===== config.mk =====
export PLATFORM = sky130hd
export DESIGN_NAME = ipv4_packet_filter
export DESIGN_NICKNAME = d
export VERILOG_FILES = /design/src/ipf_pkg.sv /design/src/ipf_stats.sv /design/src/ipv4_packet_filter.sv
export SDC_FILE = /design/constraint.sdc
export NUM_CORES = 1
export LEC_CHECK = 0
export BUFFER_PORTS_ARGS = -buffer_cell sky130_fd_sc_hd__buf_2
export CORE_UTILIZATION = 35
export CTS_CLUSTER_SIZE = 8
export DETAILED_ROUTE_END_ITERATION = 8
export HOLD_SLACK_MARGIN = 0.1
export SETUP_SLACK_MARGIN = 0.15
export SLEW_MARGIN = 30
export SYNTH_ARGS = -nofsm -noshare
export SYNTH_HDL_FRONTEND = slang
export SYNTH_SLANG_ARGS = --single-unit

===== constraint.sdc =====
create_clock -name clk -period 9.7 [get_ports clk]
set_clock_uncertainty 0.15 [all_clocks]
set_input_delay 1.94 -clock clk [delete_from_list [all_inputs] [get_ports clk]]
set_output_delay 1.94 -clock clk [all_outputs]
set_load 0.01 [all_outputs]

===== src/ipf_pkg.sv =====
package ipf_pkg;

  // IP protocol numbers
  localparam logic [7:0] PROTO_ICMP = 8'd1;
  localparam logic [7:0] PROTO_TCP  = 8'd6;
  localparam logic [7:0] PROTO_UDP  = 8'd17;

  // statistics counter indexes
  localparam int NUM_STATS = 7;
  localparam int STAT_DEPTH = 8;
  localparam logic [2:0] ST_PACKETS = 3'd0;
  localparam logic [2:0] ST_BYTES   = 3'd1;
  localparam logic [2:0] ST_TCP     = 3'd2;
  localparam logic [2:0] ST_UDP     = 3'd3;
  localparam logic [2:0] ST_ICMP    = 3'd4;
  localparam logic [2:0] ST_OTHER   = 3'd5;
  localparam logic [2:0] ST_DROPPED = 3'd6;

  localparam logic [15:0] BLOCKED_PORT_RST = 16'd8080;
  localparam logic [15:0] OFFSET_MAX       = 16'hFFFF;
  localparam logic [15:0] MIN_IP_LEN       = 16'd20;
  localparam logic [16:0] TCP_HDR_LEN      = 17'd20;
  localparam logic [3:0]  IPV4_VERSION     = 4'd4;
  localparam logic [3:0]  MIN_IHL          = 4'd5;

  // one packet's worth of counter increments
  typedef struct packed {
    logic                 valid;
    logic [NUM_STATS-1:0] mask;
    logic [15:0]          len;
  } stat_upd_t;

endpackage


===== src/ipf_stats.sv =====
module ipf_stats #(
  parameter int COUNTER_BITS = 48
) (
  input  logic                    clk,
  input  logic                    rst,
  input  ipf_pkg::stat_upd_t      upd,
  input  logic                    rd_en,
  input  logic [2:0]              rd_sel,
  output logic [COUNTER_BITS-1:0] rd_value
);

  logic [COUNTER_BITS-1:0] mem [ipf_pkg::STAT_DEPTH];
  logic [ipf_pkg::STAT_DEPTH-1:0] vld;

  logic [ipf_pkg::NUM_STATS-1:0] pend;
  logic [15:0]                   pend_len;
  logic [ipf_pkg::NUM_STATS-1:0] pick_oh;
  logic [2:0]                    pick_idx;
  logic                          pick_any;

  logic                    a_valid;
  logic [2:0]              a_idx;
  logic [COUNTER_BITS-1:0] rd_a;
  logic                    rd_a_vld;
  logic [COUNTER_BITS-1:0] wr_data;

  logic [COUNTER_BITS-1:0] rd_b;
  logic                    rd_b_vld;
  logic                    fwd_hit;
  logic [COUNTER_BITS-1:0] fwd_data;
  logic [COUNTER_BITS-1:0] fwd_add;
  logic                    sel_pend;

  function automatic logic [COUNTER_BITS-1:0] stat_amt(input logic [2:0] idx,
                                                       input logic [15:0] len);
    if (idx == ipf_pkg::ST_BYTES) return COUNTER_BITS'(len);
    return COUNTER_BITS'(1);
  endfunction

  // lowest pending counter goes next
  always_comb begin
    pick_oh  = '0;
    pick_idx = '0;
    pick_any = 1'b0;
    for (int i = ipf_pkg::NUM_STATS - 1; i >= 0; i--) begin
      if (pend[i]) begin
        pick_oh  = '0;
        pick_oh[i] = 1'b1;
        pick_idx = 3'(i);
        pick_any = 1'b1;
      end
    end
  end

  assign wr_data  = (rd_a_vld ? rd_a : '0) + stat_amt(a_idx, pend_len);
  assign sel_pend = (rd_sel != ipf_pkg::ST_DROPPED + 3'd1) && pend[rd_sel];

  always_ff @(posedge clk) begin
    if (rst) begin
      pend    <= '0;
      a_valid <= 1'b0;
      vld     <= '0;
    end else begin
      pend    <= (pend & ~pick_oh) | (upd.valid ? upd.mask : '0);
      a_valid <= pick_any;
      if (a_valid) begin
        vld[a_idx] <= 1'b1;
      end
    end
  end

  always_ff @(posedge clk) begin
    if (upd.valid) begin
      pend_len <= upd.len;
    end
    // read side of the update: fetch, then add and write back
    if (pick_any) begin
      a_idx    <= pick_idx;
      rd_a     <= mem[pick_idx];
      rd_a_vld <= vld[pick_idx];
    end
    if (a_valid) begin
      mem[a_idx] <= wr_data;
    end
    // host read: catch a write-back in the same cycle or an increment still queued
    if (rd_en) begin
      rd_b     <= mem[rd_sel];
      rd_b_vld <= vld[rd_sel];
      fwd_hit  <= a_valid && (a_idx == rd_sel);
      fwd_data <= wr_data;
      fwd_add  <= sel_pend ? stat_amt(rd_sel, pend_len) : '0;
    end
  end

  assign rd_value = fwd_hit ? fwd_data : (rd_b_vld ? rd_b : '0) + fwd_add;

  a_upd_when_idle: assert property (@(posedge clk) disable iff (rst)
    upd.valid |-> (pend == '0) && !a_valid)
    else $error("counter update arrived while the previous one was draining");

  a_wb_index: assert property (@(posedge clk) disable iff (rst)
    a_valid |-> (a_idx != ipf_pkg::ST_DROPPED + 3'd1))
    else $error("write-back to the unused counter slot");

  a_drain: assert property (@(posedge clk) disable iff (rst)
    (pend != '0) |=> ($countones(pend) < $countones($past(pend))) || $past(upd.valid))
    else $error("pending counter updates stalled");

endmodule


===== src/ipv4_packet_filter.sv =====
// Pipeline: a transaction's result is registered in the s1 stage together with the counter
// memory read, then in the output register that drives the master side.
// Throughput: one transaction per cycle while the master side accepts results; the counter
// update of a packet drains through the read-modify-write port, one pending counter after another.
// Reset: synchronous, clears the packet capture state, the output stages and all
// counters (per-entry valid bits); blocked_port returns to 8080.
module ipv4_packet_filter #(
  parameter int COUNTER_BITS = 48
) (
  input  logic         clk,
  input  logic         rst,
  input  logic         s_tvalid,
  output logic         s_tready,
  input  logic [15:0]  s_tdata,   // [7:0] data_byte, [10:8] counter_select
  input  logic         s_tuser,   // cmd
  input  logic         s_tlast,   // end_of_packet
  output logic         m_tvalid,
  input  logic         m_tready,
  output logic [143:0] m_tdata,   // [0] verdict, [1] event_valid, [9:2] event_protocol,
                                  // [41:10] src_addr, [73:42] dst_addr, [89:74] dst_port,
                                  // [137:90] counter_value
  input  logic         blocked_port_we,
  input  logic [15:0]  blocked_port_wdata
);

  logic [15:0] blocked_port;

  logic [15:0] byte_offset, byte_offset_next;
  logic [7:0]  version_and_length, version_and_length_next;
  logic [7:0]  protocol_seen, protocol_seen_next;
  logic [31:0] source_seen, source_seen_next;
  logic [31:0] destination_seen, destination_seen_next;
  logic [15:0] port_seen, port_seen_next;

  logic        accept, pkt_byte, s1_go;
  logic [7:0]  b;
  logic [3:0]  ihl;
  logic [6:0]  tcp_off;
  logic        ihl_ok, ip_ok, tcp_drop, icmp;
  logic [15:0] len;

  logic        s1_valid, s1_cmd, s1_verdict, s1_event;
  logic [7:0]  s1_proto;
  logic [31:0] s1_src, s1_dst;
  logic [15:0] s1_port;

  logic [COUNTER_BITS-1:0] cnt_value;
  logic [63:0]             cnt_wide;
  ipf_pkg::stat_upd_t      upd;

  assign s1_go    = !m_tvalid || m_tready;
  assign s_tready = !s1_valid || s1_go;
  assign accept   = s_tvalid && s_tready;
  assign pkt_byte = accept && !s_tuser;
  assign b        = s_tdata[7:0];

  // header capture for the current byte
  always_comb begin
    version_and_length_next = (byte_offset == 16'd0) ? b : version_and_length;
    protocol_seen_next      = (byte_offset == 16'd9) ? b : protocol_seen;
    source_seen_next        = (byte_offset >= 16'd12 && byte_offset <= 16'd15) ?
                              {source_seen[23:0], b} : source_seen;
    destination_seen_next   = (byte_offset >= 16'd16 && byte_offset <= 16'd19) ?
                              {destination_seen[23:0], b} : destination_seen;
    ihl     = version_and_length_next[3:0];
    tcp_off = {1'b0, ihl, 2'b00};
    ihl_ok  = ihl >= ipf_pkg::MIN_IHL;
    port_seen_next = port_seen;
    if (byte_offset != 16'd0 && ihl_ok) begin
      if (byte_offset == 16'(tcp_off + 7'd2)) begin
        port_seen_next = {b, port_seen[7:0]};
      end else if (byte_offset == 16'(tcp_off + 7'd3)) begin
        port_seen_next = {port_seen[15:8], b};
      end
    end
    len = (byte_offset != ipf_pkg::OFFSET_MAX) ? byte_offset + 16'd1 : byte_offset;
    byte_offset_next = len;
    ip_ok = (len >= ipf_pkg::MIN_IP_LEN) &&
            (version_and_length_next[7:4] == ipf_pkg::IPV4_VERSION);
    icmp  = protocol_seen_next == ipf_pkg::PROTO_ICMP;
    tcp_drop = (protocol_seen_next == ipf_pkg::PROTO_TCP) && ihl_ok &&
               ({1'b0, len} >= 17'(tcp_off) + ipf_pkg::TCP_HDR_LEN) &&
               (port_seen_next == blocked_port);
  end

  // counter increments for a valid IPv4 packet at end of packet
  always_comb begin
    upd.valid = pkt_byte && s_tlast && ip_ok;
    upd.len   = len;
    upd.mask  = '0;
    upd.mask[ipf_pkg::ST_PACKETS] = 1'b1;
    upd.mask[ipf_pkg::ST_BYTES]   = 1'b1;
    case (protocol_seen_next)
      ipf_pkg::PROTO_TCP:  upd.mask[ipf_pkg::ST_TCP]  = 1'b1;
      ipf_pkg::PROTO_UDP:  upd.mask[ipf_pkg::ST_UDP]  = 1'b1;
      ipf_pkg::PROTO_ICMP: upd.mask[ipf_pkg::ST_ICMP] = 1'b1;
      default:             upd.mask[ipf_pkg::ST_OTHER] = 1'b1;
    endcase
    upd.mask[ipf_pkg::ST_DROPPED] = icmp || tcp_drop;
  end

  ipf_stats #(
    .COUNTER_BITS(COUNTER_BITS)
  ) u_stats (
    .clk     (clk),
    .rst     (rst),
    .upd     (upd),
    .rd_en   (accept && s_tuser),
    .rd_sel  (s_tdata[10:8]),
    .rd_value(cnt_value)
  );

  assign cnt_wide = 64'(cnt_value);

  always_ff @(posedge clk) begin
    if (rst) begin
      blocked_port       <= ipf_pkg::BLOCKED_PORT_RST;
      byte_offset        <= '0;
      version_and_length <= '0;
      protocol_seen      <= '0;
      source_seen        <= '0;
      destination_seen   <= '0;
      port_seen          <= '0;
      s1_valid           <= 1'b0;
      m_tvalid           <= 1'b0;
    end else begin
      if (blocked_port_we) begin
        blocked_port <= blocked_port_wdata;
      end
      if (pkt_byte) begin
        if (s_tlast) begin
          // drop the per-packet capture
          byte_offset        <= '0;
          version_and_length <= '0;
          protocol_seen      <= '0;
          source_seen        <= '0;
          destination_seen   <= '0;
          port_seen          <= '0;
        end else begin
          byte_offset        <= byte_offset_next;
          version_and_length <= version_and_length_next;
          protocol_seen      <= protocol_seen_next;
          source_seen        <= source_seen_next;
          destination_seen   <= destination_seen_next;
          port_seen          <= port_seen_next;
        end
      end
      if (s_tready) begin
        s1_valid <= accept && (s_tuser || s_tlast);
      end
      if (s1_go) begin
        m_tvalid <= s1_valid;
      end
    end
  end

  always_ff @(posedge clk) begin
    if (accept) begin
      s1_cmd     <= s_tuser;
      s1_verdict <= 1'b0;
      s1_event   <= 1'b0;
      s1_proto   <= '0;
      s1_src     <= '0;
      s1_dst     <= '0;
      s1_port    <= '0;
      if (!s_tuser) begin
        s1_verdict <= 1'b1;
        if (ip_ok && (icmp || tcp_drop)) begin
          s1_verdict <= 1'b0;
          s1_event   <= 1'b1;
          s1_proto   <= icmp ? ipf_pkg::PROTO_ICMP : ipf_pkg::PROTO_TCP;
          s1_src     <= source_seen_next;
          s1_dst     <= destination_seen_next;
          s1_port    <= icmp ? 16'd0 : port_seen_next;
        end
      end
    end
    if (s1_go && s1_valid) begin
      m_tdata[0]       <= s1_verdict;
      m_tdata[1]       <= s1_event;
      m_tdata[9:2]     <= s1_proto;
      m_tdata[41:10]   <= s1_src;
      m_tdata[73:42]   <= s1_dst;
      m_tdata[89:74]   <= s1_port;
      m_tdata[137:90]  <= s1_cmd ? cnt_wide[47:0] : 48'd0;
      m_tdata[143:138] <= '0;
    end
  end

  a_s1_hold: assert property (@(posedge clk) disable iff (rst)
    s1_valid && !s1_go |=> s1_valid && $stable(s1_cmd) && $stable(s1_verdict))
    else $error("stage 1 result lost while the output stalled");

  a_mid_packet: assert property (@(posedge clk) disable iff (rst)
    accept && !s_tuser && !s_tlast |=> !s1_valid)
    else $error("result made for a byte that does not end a packet");

  a_event_drop: assert property (@(posedge clk) disable iff (rst)
    s1_valid && s1_event |-> !s1_verdict && !s1_cmd)
    else $error("event reported on an accepted packet or a counter read");

endmodule


* Yosys cells after proc, flatten, opt, wreduce, memory -nomap -nowiden
Memory sizes are Yosys's and may differ from the RTL's. A register that Yosys moved wholly into a read port is not among the register bits.
Cells that the tools add are included.
** Cells by class
- Bitwise gates (word level) :: 5
- Reductions and logical operators :: 31
- Add/sub/neg operators :: 6
- Equal/unequal tests :: 13
- Mux-type cells :: 63
- Magnitude comparators :: 11
** Operator list (count)
- $mux 48 :: 5
- $mux 32 :: 4
- $mux 16 :: 6
- $mux 7 :: 8
- $add 48x16->48 :: 1
- $add 48x48->48 :: 1
- $mux 8 :: 5
- $eq 16x7->1 :: 2
- $ge 16x5->1 const B :: 2
- $mux 3 :: 8
- $mux 1 :: 23
- $logic_and 1x1->1 :: 18
- $add 16x1->16 const B :: 1
- $eq 16x16->1 :: 1
- $eq 16x4->1 const B :: 1
- $ge 16x4->1 const B :: 1
- $ge 16x7->1 :: 1
- $le 16x4->1 const B :: 1
- $le 16x5->1 const B :: 1
- $logic_not 16->1 :: 1
- $ne 16x16->1 const B :: 1
- $reduce_bool 16->1 :: 1
- $add 6x2->7 const B :: 2
- $lt 3x4->1 const B :: 3
- 22 further kinds :: 31
** Word-level totals
- Word-level logic and storage cells :: 159
- Bits of input ports :: 39
- Output and inout port bits :: 146
- Memory bits (writable) :: 384
- Register bits after elaboration :: 461
- Memories :: 1
** Memory list
- u_stats.mem :: depth 8, bits a word 48, rd ports 2, clocked after memory_dff 2, write ports 1, line ipf_stats.sv:12 : logic [COUNTER_BITS-1:0] mem [ipf_pkg::STAT_DEPTH];

* Longest topological paths before layout
- Depth in word-level cells :: 13
- Mapped depth :: 18
- Gate-level depth less buffers :: 15

* Modules after synthesis
From an unflattened synthesis, not the netlist that was laid out.
** Second synthesis, totals
- Cells, all modules :: 3459
- Area total of the unflattened synthesis :: 43032.5 µm²
** By module, submodules not included
- ipf_stats :: instances 1, cells an instance 2199, area an instance 28412.2 µm², seq. area each 17316.6 µm²
- ipv4_packet_filter :: instances 1, cells an instance 1260, area an instance 14620.3 µm², seq. area each 9118.7 µm²

* Worst setup path after synthesis
OpenSTA, ideal clock, no wires.
- Path type :: input-to-reg
- From :: in m_tready
- To :: reg m_tdata[0] (enable)
- Cell stages on the path :: 2
- Arrival :: 7.841 ns
- Path slack :: 1.068 ns
- Setup time :: 0.641 ns
- Buffers on the path :: 0
- Cell sequence :: nor2b_1 nor2b_1
** Between the ends
- Word-level cells in the longest chain between the ends :: 2
** Ends and longest elaborated chain
- start, declared :: line ipv4_packet_filter.sv:18 : input logic m_tready,
- $logic_or 1x1->1 :: line ipv4_packet_filter.sv:51 : assign s1_go = !m_tvalid || m_tready;
- $logic_and 1x1->1 :: line ipv4_packet_filter.sv:178 : if (s1_go && s1_valid) begin
- end signal, assigned :: line ipv4_packet_filter.sv:179 : m_tdata[0] <= s1_verdict;
- end, declared :: line ipv4_packet_filter.sv:19 : output logic [143:0] m_tdata,
No other way between the ends.
A chain may end at the register's enable or synchronous reset.

* Worst setup path in the final report
- From :: reg byte_offset[0]
- To :: reg s1_src[28] (data pin)
** Between the ends
- Elaborated cells on any way between the ends :: 36
- Classes of those cells :: 4 x add/sub; 5 x order compare; 8 x eq/ne; 7 x mux; 1 x bitwise; 11 x reduce/logical
** RTL lines
- start, declared :: line ipv4_packet_filter.sv:28 : logic [15:0] byte_offset, byte_offset_next;
- start signal, assigned :: line ipv4_packet_filter.sv:140 : byte_offset <= byte_offset_next;
- $add 16x1->16 / $ne 16x16->1 (equally long branches) :: line ipv4_packet_filter.sv:76 : len = (byte_offset != ipf_pkg::OFFSET_MAX) ? byte_offset + 16'd1 : byte_offset;
- $mux 16 (*) :: line ipv4_packet_filter.sv:76
- named net byte_offset_next[3] :: line ipv4_packet_filter.sv:28
- $ge 16x7->1 :: line ipv4_packet_filter.sv:82 : ({1'b0, len} >= 17'(tcp_off) + ipf_pkg::TCP_HDR_LEN) &&
- $logic_and 1x1->1 :: line ipv4_packet_filter.sv:81 : tcp_drop = (protocol_seen_next == ipf_pkg::PROTO_TCP) && ihl_ok &&
- $logic_and 1x1->1 :: line ipv4_packet_filter.sv:82
- $logic_or 1x1->1 :: line ipv4_packet_filter.sv:168 : if (ip_ok && (icmp || tcp_drop)) begin
- $logic_and 1x1->1 (*) :: line ipv4_packet_filter.sv:168
- $not 1->1 (no line) (*)
- $reduce_or 2->1 (no line) (*)
- end signal, assigned :: line ipv4_packet_filter.sv:172 : s1_src <= source_seen_next;
- end, declared :: line ipv4_packet_filter.sv:44 : logic [31:0] s1_src, s1_dst;
The timed path passes the listed nets; every way through them passes the cells marked *.

==> impl_results.md <==
* Most common cell after layout, fill and taps aside: edfxtp_1
* Hold Crit Depth at 0
* Placed inst area at 0.0453 sq mm
* Total Routing Usage GR at 18.7%
* Clk sink count at 929
* Setup Buffers After CTS at 0
* Reg2reg end: s1_src[28]
* Share of layout cells above drive strength 1 at 18.3%
* CP max stage cell: or4_1
* Placed Cells at 4989
* Reg2reg path depth at 13
* Setup TNS at 0 ns
* Clock Latency Late Sink at 0.75 ns
* Most common cell on crit path: ha_1
* LEAKAGE at 17.2 nW
* CP bufs+invs at 2
* CTS max path bufs at 3
* Outcome: finished clean
* Largest net degree at the start of global routing at 114
* Worst endpoint required time at 9.97 ns
* Boundary pin count at 185
* Warnings, synthesis at 0
* Register area at 0.0264 sq mm
* Worst Setup End Kind: flip-flop
* Least-Margin Pin Slew at 0.966 ns
* DR pass1 iterations at 5
* Routed WL at 116000 microns
* Post_cts resized at 0
* CP peak stage delay at 0.81 ns
* CP delay by family, top: simple AND/OR/NAND/NOR gates
* CP startpoint kind: flip-flop
* Max IR drop VDD at 0.172 mV
* Register area share after synthesis at 61.8%
* Area of the multi-input gates at 0.0154 sq mm
* Drt via density at 5.56
* Antenna violations before repair at 6
* Worst EP arrival at 6.55 ns
* Residual DRC at 0
* Hold endpoint: m_tdata[17]
* DP HPWL at 68100 microns
* I/O Buffers at 168
* Die Wd at 352 microns
* Clk slew on worst S/H paths at 0.06 ns
* Reg2Reg Setup Slack at 3.43 ns
* Final setup viols at 0
* Most frequent cells in the layout: edfxtp_1, nand2_1, nor2_1
* R2R Path Start: byte_offset[0]
* Post-Syn Area per Cell at 12.6 sq um
* Final Hold Viols at 0
* Critical path class: flip-flop to flip-flop
* Fin cells at 5197
* Cell count after synthesis at 3392
* Top FF cell, synth: edfxtp_1
* Top area cells in the synthesized netlist: edfxtp_1, dfxtp_1, mux4_2
* Cell variety after synth at 82
* Starting Density at 35.5%
* Tmin final at 6.27 ns
* Proportion of netlist area held by the largest area contributor at 54.9%
* GRT overflow at 0
* Clock root cell: clkbuf_16
* Final nets at 3600
* Vias at 28900
* H-tree depth at 4
* HP Start: s1_src[7]
* Synth Register Bits at 929
* Max-slew violations at 0
* ANT nets after route at 0
* Worst min path class: flip-flop to flip-flop
* Synth-to-Final Area Change at 15.5%
* CTS tree: yes
* Max_slew headroom at 35.6%
* Die area at 0.124 sq mm
* Max Freq at 159 MHz
* First-pass GRT wire length at 175000 microns
* Number of synthesized flops with an enable pin at 783
* Vias in the first global route at 28300
* Post-Place Worst Slack at 2.86 ns
* 1st-iter DRT viols at 2820
* Cell accounting for the most synthesized area: edfxtp_1
* Die height at 352 microns
* Period utilisation layout at 64.6%
* Std-Cell Rows at 127
* Mapped Area at 0.0428 sq mm
* Cts hold-fix bufs at 0
* Final Worst Setup Slack at 3.43 ns
* CP max FO at 28
* Pwr Total at 9.13 mW
* Post-synth ARST share at 0%
* Unrepaired setup endpoints after global routing: no
* MaxCap Viol Count at 0
* Power density over the cells at 185 mW/mm^2
* Post-route design area at 0.0494 sq mm
* WL/cell at 22.4 microns
* RePlAce Congestion at 0.864
* ANT cells at 0
* Crit-path cells: ha_1 > nand3_1 > or4_1 > nand4_1 > xnor2_1 > ha_1 > or4b_2 > a31o_2 > a211oi_4 > a2111o_2 > buf_12 > buf_4 > a211oi_1
* Fill cells at 11200
* CTS Buf Count at 135
* CORE AREA at 0.121 sq mm
-- per-layer routing --
metal	up-vias	track usage [%]	wire length, microns
met5	-	0	45
met4	8	6.19	3060
met3	216	3.60	8450
met2	1136	29.4	53700
met1	14500	26.0	51100
li1	13100	-	-
-- stage by stage --
step	util (%)	hold WS (ns)
after detailed placement	37.6	0.255
after global routing	41.0	0.270
after global placement	37.5	0.253
after CTS	40.9	0.266
final	41.0	0.261
after floorplan	-	0.250
-- state kept, by name, indices dropped and copies added, names as in the netlist, 32 cells and up --
register,cells
source_seen,32
u_stats.fwd_data,48
destination_seen,32
u_stats.rd_b,48
u_stats.mem,384
s1_dst,32
u_stats.rd_a,48
m_tdata,132
s1_src,32
-- kinds of logic after synthesis --
| logic type | Yosys count | share of synthesized area (%) |
|---|---|---|
| AO/OA/AOI/OAI | 622 | 10.6 |
| XOR/XNOR | 90 | 1.84 |
| adder cells (fa/ha/maj) | 44 | 1.32 |
| buffers and inverters | 299 | 2.85 |
| flip-flops | 929 | 61.8 |
| multiplexers | 254 | 8.97 |
| other | 1 | 0.00876 |
| AND/OR/NAND/NOR | 1153 | 12.7 |
-- where the power goes --
part / switching, mW / internal (mW)
clock: 1.80 / 2.60
combinational: 0.217 / 0.118
sequential: 0.0303 / 4.37
total: 2.04 / 7.08
-- cell type report --
| class | instances | share of cell area, % |
|---|---|---|
| inverter | 51 | 0.403 |
| sequential | 929 | 53.5 |
| timing repair buffer | 226 | 2.89 |
| clock buffer | 187 | 7.27 |
| multi-input combinational | 2174 | 31.1 |
| clock inverter | 18 | 0.818 |
| tap | 1612 | 4.08 |
-- worst max-delay path by stage --
stage / slack (ns) / depth (start not counted) / from / to
after floorplan: 1.07 / 2 / m_tready / m_tdata[0]
after global routing: 3.02 / 13 / byte_offset[0] / s1_src[26]
after global placement: 2.89 / 12 / s_tdata[0] / s1_src[30]
final: 3.43 / 13 / byte_offset[0] / s1_src[28]
after CTS: 3.29 / 12 / byte_offset[0] / s1_src[26]
after detailed placement: 2.86 / 12 / s_tdata[0] / s1_src[30]
-- cells in the mapped netlist, types with 9 or more instances --
cell	n
edfxtp_1	783
nand2_1	440
nor2_1	234
clkbuf_1	200
dfxtp_1	146
nand3_1	144
and2_1	127
a22oi_1	114
a211oi_1	103
mux2i_1	99
mux4_2	98
a21oi_1	88
o21ai_0	86
mux2_2	57
a31o_2	52
a311oi_1	49
xor2_1	49
inv_1	46
ha_1	42
xnor2_1	41
nand4_1	34
nand2b_1	31
nor4_1	31
nor3_1	22
a211oi_2	20
a21o_1	20
buf_1	17
or4_1	16
buf_2	13
buf_4	13
nor2b_1	13
and3_1	12
a31oi_1	11
o21a_1	11
or3_1	11
o31ai_1	9
or2_2	9
Note: power is estimated with default switching activity, not from simulation.
